===== src/hw/rtl/adt_pkg.sv =====
`timescale 1ns / 1ps
// ----------------------------------------------------------------------------
// adt_pkg
// Shared types, field widths and codes for the address dedup table.
// ----------------------------------------------------------------------------
package adt_pkg;

    // default number of table entries
    localparam int TABLE_DEPTH_DEF = 64;

    // fixed field widths
    localparam int OP_W     = 2;
    localparam int ADDR_W   = 48;
    localparam int TYPE_W   = 3;
    localparam int STR_W    = 8;
    localparam int SLOT_W   = 6;
    localparam int STATUS_W = 3;
    localparam int FILL_W   = 7;

    // opcodes
    localparam logic [OP_W-1:0] OP_REPORT = 2'd0;
    localparam logic [OP_W-1:0] OP_READ   = 2'd1;
    localparam logic [OP_W-1:0] OP_CLEAR  = 2'd2;

    // result status codes
    localparam logic [STATUS_W-1:0] ST_UPDATED    = 3'd0;
    localparam logic [STATUS_W-1:0] ST_INSERTED   = 3'd1;
    localparam logic [STATUS_W-1:0] ST_DROPPED    = 3'd2;
    localparam logic [STATUS_W-1:0] ST_READ_OK    = 3'd3;
    localparam logic [STATUS_W-1:0] ST_READ_EMPTY = 3'd4;
    localparam logic [STATUS_W-1:0] ST_CLEARED    = 3'd5;

    // input item
    typedef struct packed {
        logic [OP_W-1:0]         opcode;
        logic [ADDR_W-1:0]       device_address;
        logic [TYPE_W-1:0]       type_code;
        logic signed [STR_W-1:0] signal_strength;
        logic [SLOT_W-1:0]       slot;
    } req_item_t;

    // result item
    typedef struct packed {
        logic [STATUS_W-1:0]     status;
        logic [SLOT_W-1:0]       slot_used;
        logic [ADDR_W-1:0]       entry_address;
        logic [TYPE_W-1:0]       entry_type;
        logic signed [STR_W-1:0] entry_strength;
        logic [FILL_W-1:0]       fill_count;
    } rsp_item_t;

    // query token walking down the cell chain
    typedef struct packed {
        logic [OP_W-1:0]         opcode;
        logic [ADDR_W-1:0]       device_address;
        logic [TYPE_W-1:0]       type_code;
        logic signed [STR_W-1:0] signal_strength;
        logic [SLOT_W-1:0]       slot;
        logic                    done;
        logic [STATUS_W-1:0]     status;
        logic [SLOT_W-1:0]       slot_used;
        logic [ADDR_W-1:0]       entry_address;
        logic [TYPE_W-1:0]       entry_type;
        logic signed [STR_W-1:0] entry_strength;
    } token_t;

    // chain control for each cell: its own valid and the shared advance
    typedef struct packed {
        logic valid;
        logic advance;
    } chain_ctl_t;

endpackage


===== src/hw/rtl/adt_cell.sv =====
`timescale 1ns / 1ps
// ----------------------------------------------------------------------------
// adt_cell
// One table entry plus one stage of the token chain: compares, updates,
// inserts or reads its entry as the query token passes through.
// ----------------------------------------------------------------------------
module adt_cell
    import adt_pkg::*;
#(
    parameter int TABLE_DEPTH = TABLE_DEPTH_DEF,
    parameter int IDX         = 0,
    localparam int CNT_W      = $clog2(TABLE_DEPTH + 1)
)
(
    input  logic             clk,
    input  logic             rst_n,
    input  chain_ctl_t       ctl_in,
    input  token_t           tok_in,
    input  logic [CNT_W-1:0] fill,
    output logic             tok_valid,
    output token_t           tok
);

    localparam logic [CNT_W-1:0]  IDX_C    = CNT_W'(IDX);
    localparam logic [SLOT_W-1:0] IDX_S    = SLOT_W'(IDX);
    localparam bit                READABLE = (IDX < (1 << SLOT_W));

    logic [ADDR_W-1:0]       addr_reg;
    logic [TYPE_W-1:0]       type_reg;
    logic signed [STR_W-1:0] strength_reg;
    token_t                  tok_reg;
    token_t                  tok_next;
    logic                    tok_valid_reg;
    logic                    filled;
    logic                    wr_all;
    logic                    wr_str;

    assign filled = (IDX_C < fill);

    // process the passing token against this entry
    always_comb
    begin
        tok_next = tok_in;
        wr_all   = 1'b0;
        wr_str   = 1'b0;
        case (tok_in.opcode)
            OP_REPORT:
            begin
                if (!tok_in.done)
                begin
                    if (filled && (addr_reg == tok_in.device_address))
                    begin
                        tok_next.done      = 1'b1;
                        tok_next.status    = ST_UPDATED;
                        tok_next.slot_used = IDX_S;
                        wr_str             = 1'b1;
                    end
                    else if (IDX_C == fill)
                    begin
                        tok_next.done      = 1'b1;
                        tok_next.status    = ST_INSERTED;
                        tok_next.slot_used = IDX_S;
                        wr_all             = 1'b1;
                    end
                end
            end
            OP_READ:
            begin
                if (!tok_in.done && READABLE && filled && (tok_in.slot == IDX_S))
                begin
                    tok_next.done           = 1'b1;
                    tok_next.status         = ST_READ_OK;
                    tok_next.slot_used      = IDX_S;
                    tok_next.entry_address  = addr_reg;
                    tok_next.entry_type     = type_reg;
                    tok_next.entry_strength = strength_reg;
                end
            end
            default:
            begin
            end
        endcase
    end

    // entry storage
    always_ff @(posedge clk)
    begin
        if (ctl_in.valid && ctl_in.advance)
        begin
            if (wr_all)
            begin
                addr_reg <= tok_in.device_address;
                type_reg <= tok_in.type_code;
            end
            if (wr_all || wr_str)
            begin
                strength_reg <= tok_in.signal_strength;
            end
        end
    end

    // token stage payload
    always_ff @(posedge clk)
    begin
        if (ctl_in.advance)
        begin
            tok_reg <= tok_next;
        end
    end

    // token stage valid
    always_ff @(posedge clk or negedge rst_n)
    begin
        if (!rst_n)
        begin
            tok_valid_reg <= 1'b0;
        end
        else if (ctl_in.advance)
        begin
            tok_valid_reg <= ctl_in.valid;
        end
    end

    assign tok_valid = tok_valid_reg;
    assign tok       = tok_reg;

endmodule


===== config.mk =====
export PLATFORM = sky130hd
export DESIGN_NAME = adt_cell
export DESIGN_NICKNAME = d
export VERILOG_FILES = /design/src/hw/rtl/adt_pkg.sv /design/src/hw/rtl/adt_cell.sv
export SDC_FILE = /design/constraint.sdc
export NUM_CORES = 1
export LEC_CHECK = 0
export CORE_MARGIN = 2
export CORE_UTILIZATION = 40
export CTS_BUF_LIST = sky130_fd_sc_hd__clkbuf_16
export DETAILED_ROUTE_END_ITERATION = 8
export DONT_BUFFER_PORTS = 1
export GPL_TIMING_DRIVEN = 0
export PLACE_DENSITY = 0.51
export RECOVER_POWER = 100
export SLEW_MARGIN = 20
export SYNTH_ARGS = -nofsm -noshare
export SYNTH_HDL_FRONTEND = slang
export SYNTH_SLANG_ARGS = --single-unit

===== constraint.sdc =====
create_clock -name clk -period 2.5 [get_ports clk]
set_input_delay 0.25 -clock clk [delete_from_list [all_inputs] [get_ports clk]]
set_output_delay 0.25 -clock clk [all_outputs]
set_load 0.1 [all_outputs]

# Word level (Yosys, flattened, before mapping)
# Index checks and enable logic that the tools add are counted.
# totals
register_bits	196
elab_cells	42
# op_classes
magnitude_cmp	1
eq_ne	2
n_mux	13
n_reduce_logical	11
# op_table
op	n
2-to-1 mux 69 bit	1
2-to-1 mux 59 bit	1
== test 48 bit	1
2-to-1 mux 10 bit	3
one-hot mux 10 bit (2 select lines)	1
zero test 7 bit	1
less-than comparator 1 x 7 -> 1 bit (first input constant)	1
2-to-1 mux 1 bit	7
zero test 6 bit	1
logical AND 1 bit	4
AND reduction 2 bit	2
== test 2 x 1 -> 1 bit (second input constant)	1
zero test 2 bit	1
zero test 1 bit	1
logical OR 1 bit	1

# Depth between registers and ports, before layout
# Gate-level depths: netlist of the first run.
# depth
ltp_word	7
ltp_mapped	6
ltp_nobuf	5

# Worst setup path after synthesis of the first run
# OpenSTA, ideal clock, no wires.
# synth_path
path_kind	input-to-reg
from	input fill[4]
to	register addr_reg[0] (enable)
arrival_time_ns	3.044
required_ns	2.040
path_slack_ns	-1.003
path_stages	3
path_buffers	0
cell_sequence	nor4_2 -> nand2_1 -> nor2_1
# synth_via
elab_chain_len	6
# synth_lines
element	line_no	source
start, declared	adt_cell.sv:19	input logic [CNT_W-1:0] fill,
less-than comparator 1 x 7 -> 1 bit / zero test 7 bit (equally long branches)	adt_cell.sv:38, adt_cell.sv:58	
logical AND 1 bit / 2-to-1 mux 1 bit (equally long branches)	adt_cell.sv:51, adt_cell.sv:58	
2-to-1 mux 1 bit *	adt_cell.sv:51	if (filled && (addr_reg == tok_in.device_address))
2-to-1 mux 1 bit *	adt_cell.sv:49	if (!tok_in.done)
2-to-1 mux 1 bit *	adt_cell.sv:46	case (tok_in.opcode)
AND reduction 2 bit (no line) *	--	
end signal, assigned	adt_cell.sv:92	addr_reg <= tok_in.device_address;
end, declared	adt_cell.sv:28	logic [ADDR_W-1:0] addr_reg;
# Every way passes the cells marked *; elsewhere a longest branch is shown, timed or not.
# A chain may end at the register's enable or synchronous reset.

# Worst setup path in the final report of the first run
# layout_path
from	input fill[4]
to	register addr_reg[30] (enable)
# The elaborated chain is that of the path after synthesis.

==> results of run 1 <==
-- cells by family (layout without fill, tap and decap cells) --
| kind of cell | Yosys count | after routing | share of synthesized area (%) |
|---|---|---|---|
| flip-flops | 196 | 196 | 78.3 |
| multiplexers | 60 | 60 | 11.0 |
| XOR/XNOR | 48 | 48 | 5.60 |
| AND/OR/NAND/NOR | 37 | 37 | 3.27 |
| buffers and inverters | 8 | 115 | 1.05 |
| AO/OA/AOI/OAI | 6 | 6 | 0.734 |
-- Yosys cell counts, drive strengths merged --
master  number
edfxtp     195
dfrtp        1
o21bai       2
nor3         2
nand4       13
o22ai        1
a21oi        2
nand2        2
a311oi       1
mux2        60
xnor2       48
nor2         3
or3          1
and4b        1
inv          1
nor3b        7
buf          7
nand3        1
nand4b       2
nor4         5
-- how the worst max path moves through the flow --
stage | start | to | slack [ns] | cells after the start
after global placement | addr_reg[0] | strength_reg[0] | -0.47 | 5
after detailed placement | addr_reg[0] | strength_reg[5] | -0.44 | 5
after CTS | addr_reg[0] | strength_reg[6] | 0.06 | 5
after floorplan | fill[4] | addr_reg[0] | 0.38 | 3
after global routing | fill[4] | addr_reg[26] | 0.07 | 4
final | fill[4] | addr_reg[30] | 0.25 | 4
-- critical path, stage by stage --
cell,delay [ns]
nor4_1,0.47
nand2_1,0.29
nor2_1,1.07
buf_12,0.28
-- metal layers --
layer  global-route usage, %  wire [um]  share of wire (%)
met3                    6.86       1300                7.6
met1                    20.1       6980                 41
met2                    27.7       8450                 50
met5                       0         26               0.15
met4                    5.53        262                1.5
-- layout by cell type, fill, tap and decap left out, types with 2 or more instances in the layout --
master | netlist | routed
bufinv_16 | 0 | 2
clkbuf_1 | 0 | 6
clkbuf_16 | 0 | 17
clkinv_4 | 0 | 3
clkinv_8 | 0 | 2
clkinvlp_4 | 0 | 3
dlygate4sd3_1 | 0 | 73
edfxtp_1 | 195 | 195
inv_6 | 0 | 2
inv_8 | 0 | 3
mux2_1 | 8 | 40
mux2_2 | 12 | 12
mux2_4 | 40 | 8
nand2_1 | 2 | 2
nand4_1 | 13 | 13
nand4b_1 | 2 | 2
nor2_1 | 3 | 3
nor3_1 | 2 | 2
nor3b_1 | 7 | 7
nor4_1 | 3 | 3
xnor2_1 | 48 | 48
-- final cells by class --
cell class                      count  area [um2]  area share [%]
Sequential cell                   196        5880            65.1
Multi-Input combinational cell    151        1440            15.9
Timing Repair Buffer               75         778            8.61
Clock buffer                       17         425            4.71
Tap cell                          234         293            3.24
Clock inverter                     15         193            2.13
Buffer                              7        30.0           0.332
Inverter                            1        3.75          0.0415
-- per-stage QoR --
| step | area [um2] | hold slack [ns] | cells | utilization, % | power, W |
|---|---|---|---|---|---|
| 6_report | 9040 | -0.0629 | 696 | 48.6 | 0.00826 |
| 2_1_floorplan | 7510 | -0.0456 | 355 | - | 0.00535 |
| 4_1_cts | 9210 | -0.0871 | 695 | 49.6 | 0.00835 |
| 3_3_place_gp | 7810 | -0.0456 | 589 | 42.0 | 0.00540 |
| 3_5_place_dp | 7850 | -0.0456 | 591 | 42.3 | 0.00541 |
| 5_1_grt | 9040 | -0.0935 | 696 | 48.6 | 0.00848 |
-- repair_timing --
item / CTS / global route
hold endpoints to repair: 266 / 137
gates resized for setup: 3 / 2
setup endpoints to repair: 8 / 8
buffers inserted: 0 / 0
cloned: 0 / 0
hold buffers: 72 / 1
-- power breakdown --
part / internal, W / switching [W] / total [W]
logic: 0.000147 / 0.0000709 / 0.000218
clock network: 0.00152 / 0.00132 / 0.00284
registers: 0.00383 / 0.00138 / 0.00521
==> qor.csv, run 1 <==
stage,metric,value,unit
clocking,# H-tree levels,4,
setup_path,r2r endpoint,strength_reg[6],
synth,synthesized flop and latch total,196,
synth,Post-Syn Instances,355,
pwr,Leak Pwr,2.93,nW
timing,Slew Limit Fails,0,
routing,Detailed Routing Iterations Pass 1,4,
placement,dpl hpwl,10.7,mm
hold_path,Min-Delay Path Class,input port to register,
cells_and_area,nets@finish,596,
routing,DR iter-0 viols,253,
pwr,Pwr Density,914,nW/um2
routing,Post-DRT Antenna Nets,0,
synth,number of library cell types mapped by synthesis,26,
setup_path,crit path max fanout,23,
cells_and_area,max FFs per register,136,
synth,post-synthesis net count,502,
setup_path,worst-case reg-to-reg path depth,5,
die,Die Area,19900,um2
die,placement row count,50,
synth,"Seq/Total Area, Yosys",78.3,%
setup_path,crit path DAT,2.37,ns
setup_path,r2r setup slk,0.28,ns
setup_path,Setup CP Type,input port to register,
clocking,number of CTS-inserted buffers,17,
global_routing,global-route wire length before repair,24.0,mm
cells_and_area,Layout area overhead,20.4,%
routing,Post-Route WL,17.0,mm
timing,Fmax,445,MHz
cells_and_area,# diodes,0,
timing,Slew HR,11.2,%
clocking,clk slew on worst S/H paths,0.07,ns
timing,endpoints failing setup,0,
placement,pre-CTS setup slack,-0.439,ns
die,die height,141,um
hold_path,hold path endpoint,tok[7],
setup_path,worst path required time,2.63,ns
global_routing,vias in the first global route,3802,
synth,ranking of synthesized cells by area,"edfxtp_1, mux2_4, xnor2_1",
cells_and_area,fillers,1583,
synth,Ys Warns,0,
global_routing,GRT Resource Usage Total,16.8,%
run_status,status,"complete, but fails checks",
hold_path,Worst Min Path Start,ctl_in[0],
die,io pins,284,
clocking,Max Buffers Root-to-Sink,2,
job,number of max-cap violations,0,
setup_path,reg-to-reg startpoint,addr_reg[2],
placement,Port-buffer cells,0,
die,width of the die,141,um
pwr,maximum vdd drop,456,uV
timing,pin slew with the least headroom to its limit,1.33,ns
routing,DR vias,3551,
synth,Post-Syn Area,7510,um2
timing,fin crit share,89.8,%
synth,cell taking the most area after synthesis,edfxtp_1,
die,Starting Density,40.4,%
synth,top cell type's share of synthesized area,78.0,%
run_status,failing checks,hold timing,
routing,number of remaining DRC errors,0,
clocking,total clock sinks,196,
timing,Fin Hold WS,-0.0629,ns
hold_path,hold depth,0,
global_routing,pin count of the biggest net entering global routing,139,
global_routing,antenna violations before repair,2,
timing,Setup TNS Final,0,ns
setup_path,Setup crit end kind,register,
clocking,CTS root buf,clkbuf_16,
cells_and_area,share of layout cells above drive strength 1,12.8,%
timing,post-layout min period,2.25,ns
die,Core Box Area,18600,um2
clocking,CTS tree,built,
clocking,clock latency at the later pin of the worst-skew pair,0.43,ns
placement,Final Wtd Congestion,0.706,
synth,syn_area_per_cell,21.1,um2
timing,Fin. Hold Viols,74,
routing,DR vias/cell,5.10,
timing,Worst Slack Setup Final,0.254,ns
timing,RSZ-0062 raised after global routing,false,
setup_path,Startpoint Class,input port,
global_routing,GRT overflow,0,
routing,wire per inst,24.5,um
timing,Final Skew,0.00921,ns
Note: power is estimated with default switching activity, not from simulation.
==> inputs of run 2 (changes only) <==
- PLACE_DENSITY: 0.51 -> 0.57
==> qor.csv, run 2 (synthesis results as in run 1) <==
stage,metric,value,unit,change
setup_path,r2r setup slk,0.26,ns,-0.02 ns
placement,dpl hpwl,10.7,mm,-0.38%
pwr,sw frac,33.5,%,about the same
clocking,# H-tree levels,4,,unchanged
die,Core Box Area,18600,um2,unchanged
setup_path,critical path's top delay family,simple AND/OR/NAND/NOR gates,,
hold_path,hold depth,0,,unchanged
pwr,clock network power share,32.9,%,-1.5 points
timing,pin slew with the least headroom to its limit,0.962,ns,-0.364 ns
cells_and_area,nets@finish,593,,-0.50%
setup_path,Setup crit end kind,register,,
pwr,NetSw,0.00270,W,-2.3%
pwr,part of the power in combinational logic,2.6,%,about the same
global_routing,pin count of the biggest net entering global routing,139,,unchanged
setup_path,WP depth,5,,+1
setup_path,crit path from,fill[4],,
timing,Slew HR,36.0,%,+25 points
setup_path,worst path required time,2.61,ns,-0.02 ns
timing,Fmax,446,MHz,+0.11%
clocking,number of CTS-inserted buffers,17,,unchanged
cells_and_area,Post-Layout Cell Count,695,,-0.14%
cells_and_area,"commonest non-fill, non-tap cell in the layout",edfxtp_1,,
die,width of the die,141,um,unchanged
timing,Fin Hold WS,-0.0690,ns,-0.00612 ns
cells_and_area,"commonest cells after routing, fill and taps aside","edfxtp_1, dlygate4sd3_1, xnor2_1, mux2_1, clkbuf_16",,
routing,Post-Route WL,17.0,mm,-0.31%
global_routing,GRT Resource Usage Total,16.7,%,-0.14 points
pwr,sequential share of power,64.5,%,+1.5 points
global_routing,antenna violations before repair,2,,unchanged
hold_path,Min-Delay Path Class,input port to register,,
routing,DR iter-0 viols,163,,-36%
setup_path,critical path buffer and inverter count,2,,+1
cells_and_area,share of layout cells above drive strength 1,13.3,%,+0.52 points
routing,wire per inst,24.4,um,-0.17%
clocking,CTS tree,built,,
cells_and_area,Layout area overhead,19.3,%,
setup_path,"Largest stage delay, worst path",0.81,ns,-0.26 ns
global_routing,global-route wire length before repair,24.0,mm,-0.26%
routing,Post-DRT Antenna Nets,0,,unchanged
timing,Fin. Hold Viols,43,,-42%
routing,Detailed Routing Iterations Pass 1,5,,+1
timing,Slew Limit Fails,0,,unchanged
clocking,clk slew on worst S/H paths,0.08,ns,about the same
cells_and_area,max FFs per register,136,,unchanged
clocking,total clock sinks,196,,unchanged
run_status,failing checks,hold timing,,
die,die height,141,um,unchanged
clocking,Post-CTS Setup Bufs,0,,unchanged
clocking,hold buffers post-CTS,70,,-2.8%
routing,DR vias/cell,5.16,,+1.2%
global_routing,GRT overflow,0,,unchanged
pwr,Internal Power,0.00537,W,-2.4%
routing,number of remaining DRC errors,0,,unchanged
routing,DR vias,3587,,+1.0%
pwr,maximum vdd drop,490,uV,+7.4%
cells_and_area,utilization after layout,48.2,%,-0.47 points
die,placement row count,50,,unchanged
setup_path,worst-case reg-to-reg path depth,5,,unchanged
die,Die Area,19900,um2,unchanged
timing,fin crit share,89.7,%,-0.098 points
timing,Final Skew,0.0109,ns,+0.00165 ns
job,number of max-cap violations,0,,unchanged
timing,endpoints failing setup,0,,unchanged
setup_path,Worst path slowest cell,nor2_2,,
timing,RSZ-0062 raised after global routing,false,,
timing,post-layout min period,2.24,ns,-0.00246 ns
clocking,clock latency at the later pin of the worst-skew pair,0.43,ns,about the same
die,io pins,284,,unchanged
clocking,CTS root buf,clkbuf_16,,
setup_path,crit path DAT,2.35,ns,-0.02 ns
cells_and_area,storage element area,5880,um2,unchanged
die,Starting Density,40.4,%,unchanged
setup_path,Startpoint Class,input port,,
pwr,Leak Pwr,2.87,nW,-1.9%
setup_path,crit path max fanout,21,,-8.7%
cells_and_area,fillers,1555,,-1.8%
pwr,Pwr Density,901,nW/um2,-1.4%
run_status,status,"complete, but fails checks",,
setup_path,Setup CP Type,input port to register,,
placement,Port-buffer cells,0,,unchanged
clocking,Max Buffers Root-to-Sink,2,,unchanged
placement,Final Wtd Congestion,0.712,,+0.91%
global_routing,vias in the first global route,3790,,-0.32%
placement,number of cells after detailed placement,591,,unchanged
setup_path,worst-path cell chain,"nor4_1, nand2_1, nor2_2, buf_16, buf_6",,
hold_path,Worst Min Path Start,ctl_in[0],,
setup_path,reg-to-reg startpoint,addr_reg[16],,
cells_and_area,Multi-input gate area,1430,um2,-0.52%
## run 2: cell count changes in the layout (fill, tap and decap cells not counted), moves of 2 or more
cell and delta:
mux2_1 +2, clkbuf_2 +4, clkbuf_1 -3, diode_2 +2, nor4_2 +2, dlygate4sd3_1 -3, mux2_4 -2, clkinvlp_4 +3
clkinv_8 -2
## run 2: per-stage QoR
stage          TNS, ns  setup slack, ns  cell area (um2)  power, W
3_3_place_gp    -15.54           -0.394             7810   0.00540
3_5_place_dp     -3.06           -0.383             7860   0.00540
6_report             0            0.256             8950   0.00807
2_1_floorplan        0            0.377             7510   0.00535
4_1_cts              0           0.0961             9150   0.00815
5_1_grt              0           0.0660             8950   0.00828
## run 2: area by class of cell
| type | count | share of cell area, % |
|---|---|---|
| clock buffers | 17 | 4.75 |
| flip-flops and latches | 196 | 65.7 |
| repair buffers | 72 | 8.26 |
| multi-input cells | 151 | 15.9 |
| diodes | 2 | 0.0559 |
| clock inverters | 15 | 1.62 |
| inverters | 1 | 0.0419 |
| plain buffers | 7 | 0.349 |
| well taps | 234 | 3.27 |
## run 2: final timing paths
check / endpoint
worst max-delay path: addr_reg[43]
worst min register to register: tok[4]
max in group asynchronous: tok_valid
worst max register to register: strength_reg[3]
min in group asynchronous: tok_valid
worst min-delay path: tok[95]
## run 2: what timing repair did
item | in CTS | in global routing
setup endpoints to repair | 8 | 8
resized for setup | 3 | 2
endpoints found under the hold margin | 265 | 136
## run 2: routing by layer
| metal | routed length (um) | GRT usage (%) | up-vias |
|---|---|---|---|
| li1 | - | - | 1584 |
| met4 | 306 | 6.26 | 0 |
| met5 | 0 | 0 | - |
| met2 | 8620 | 27.9 | 171 |
| met3 | 1050 | 5.37 | 21 |
| met1 | 7000 | 20.2 | 1811 |
## run 2: power groups by stage
stage / registers [W] / logic, W / clock network (W)
final: 0.00521 / 0.000213 / 0.00265
after global routing: 0.00522 / 0.000230 / 0.00283
after CTS: 0.00521 / 0.000233 / 0.00271
after detailed placement: 0.00528 / 0.000125 / 0
after global placement: 0.00528 / 0.000122 / 0
after floorplan: 0.00524 / 0.000110 / 0
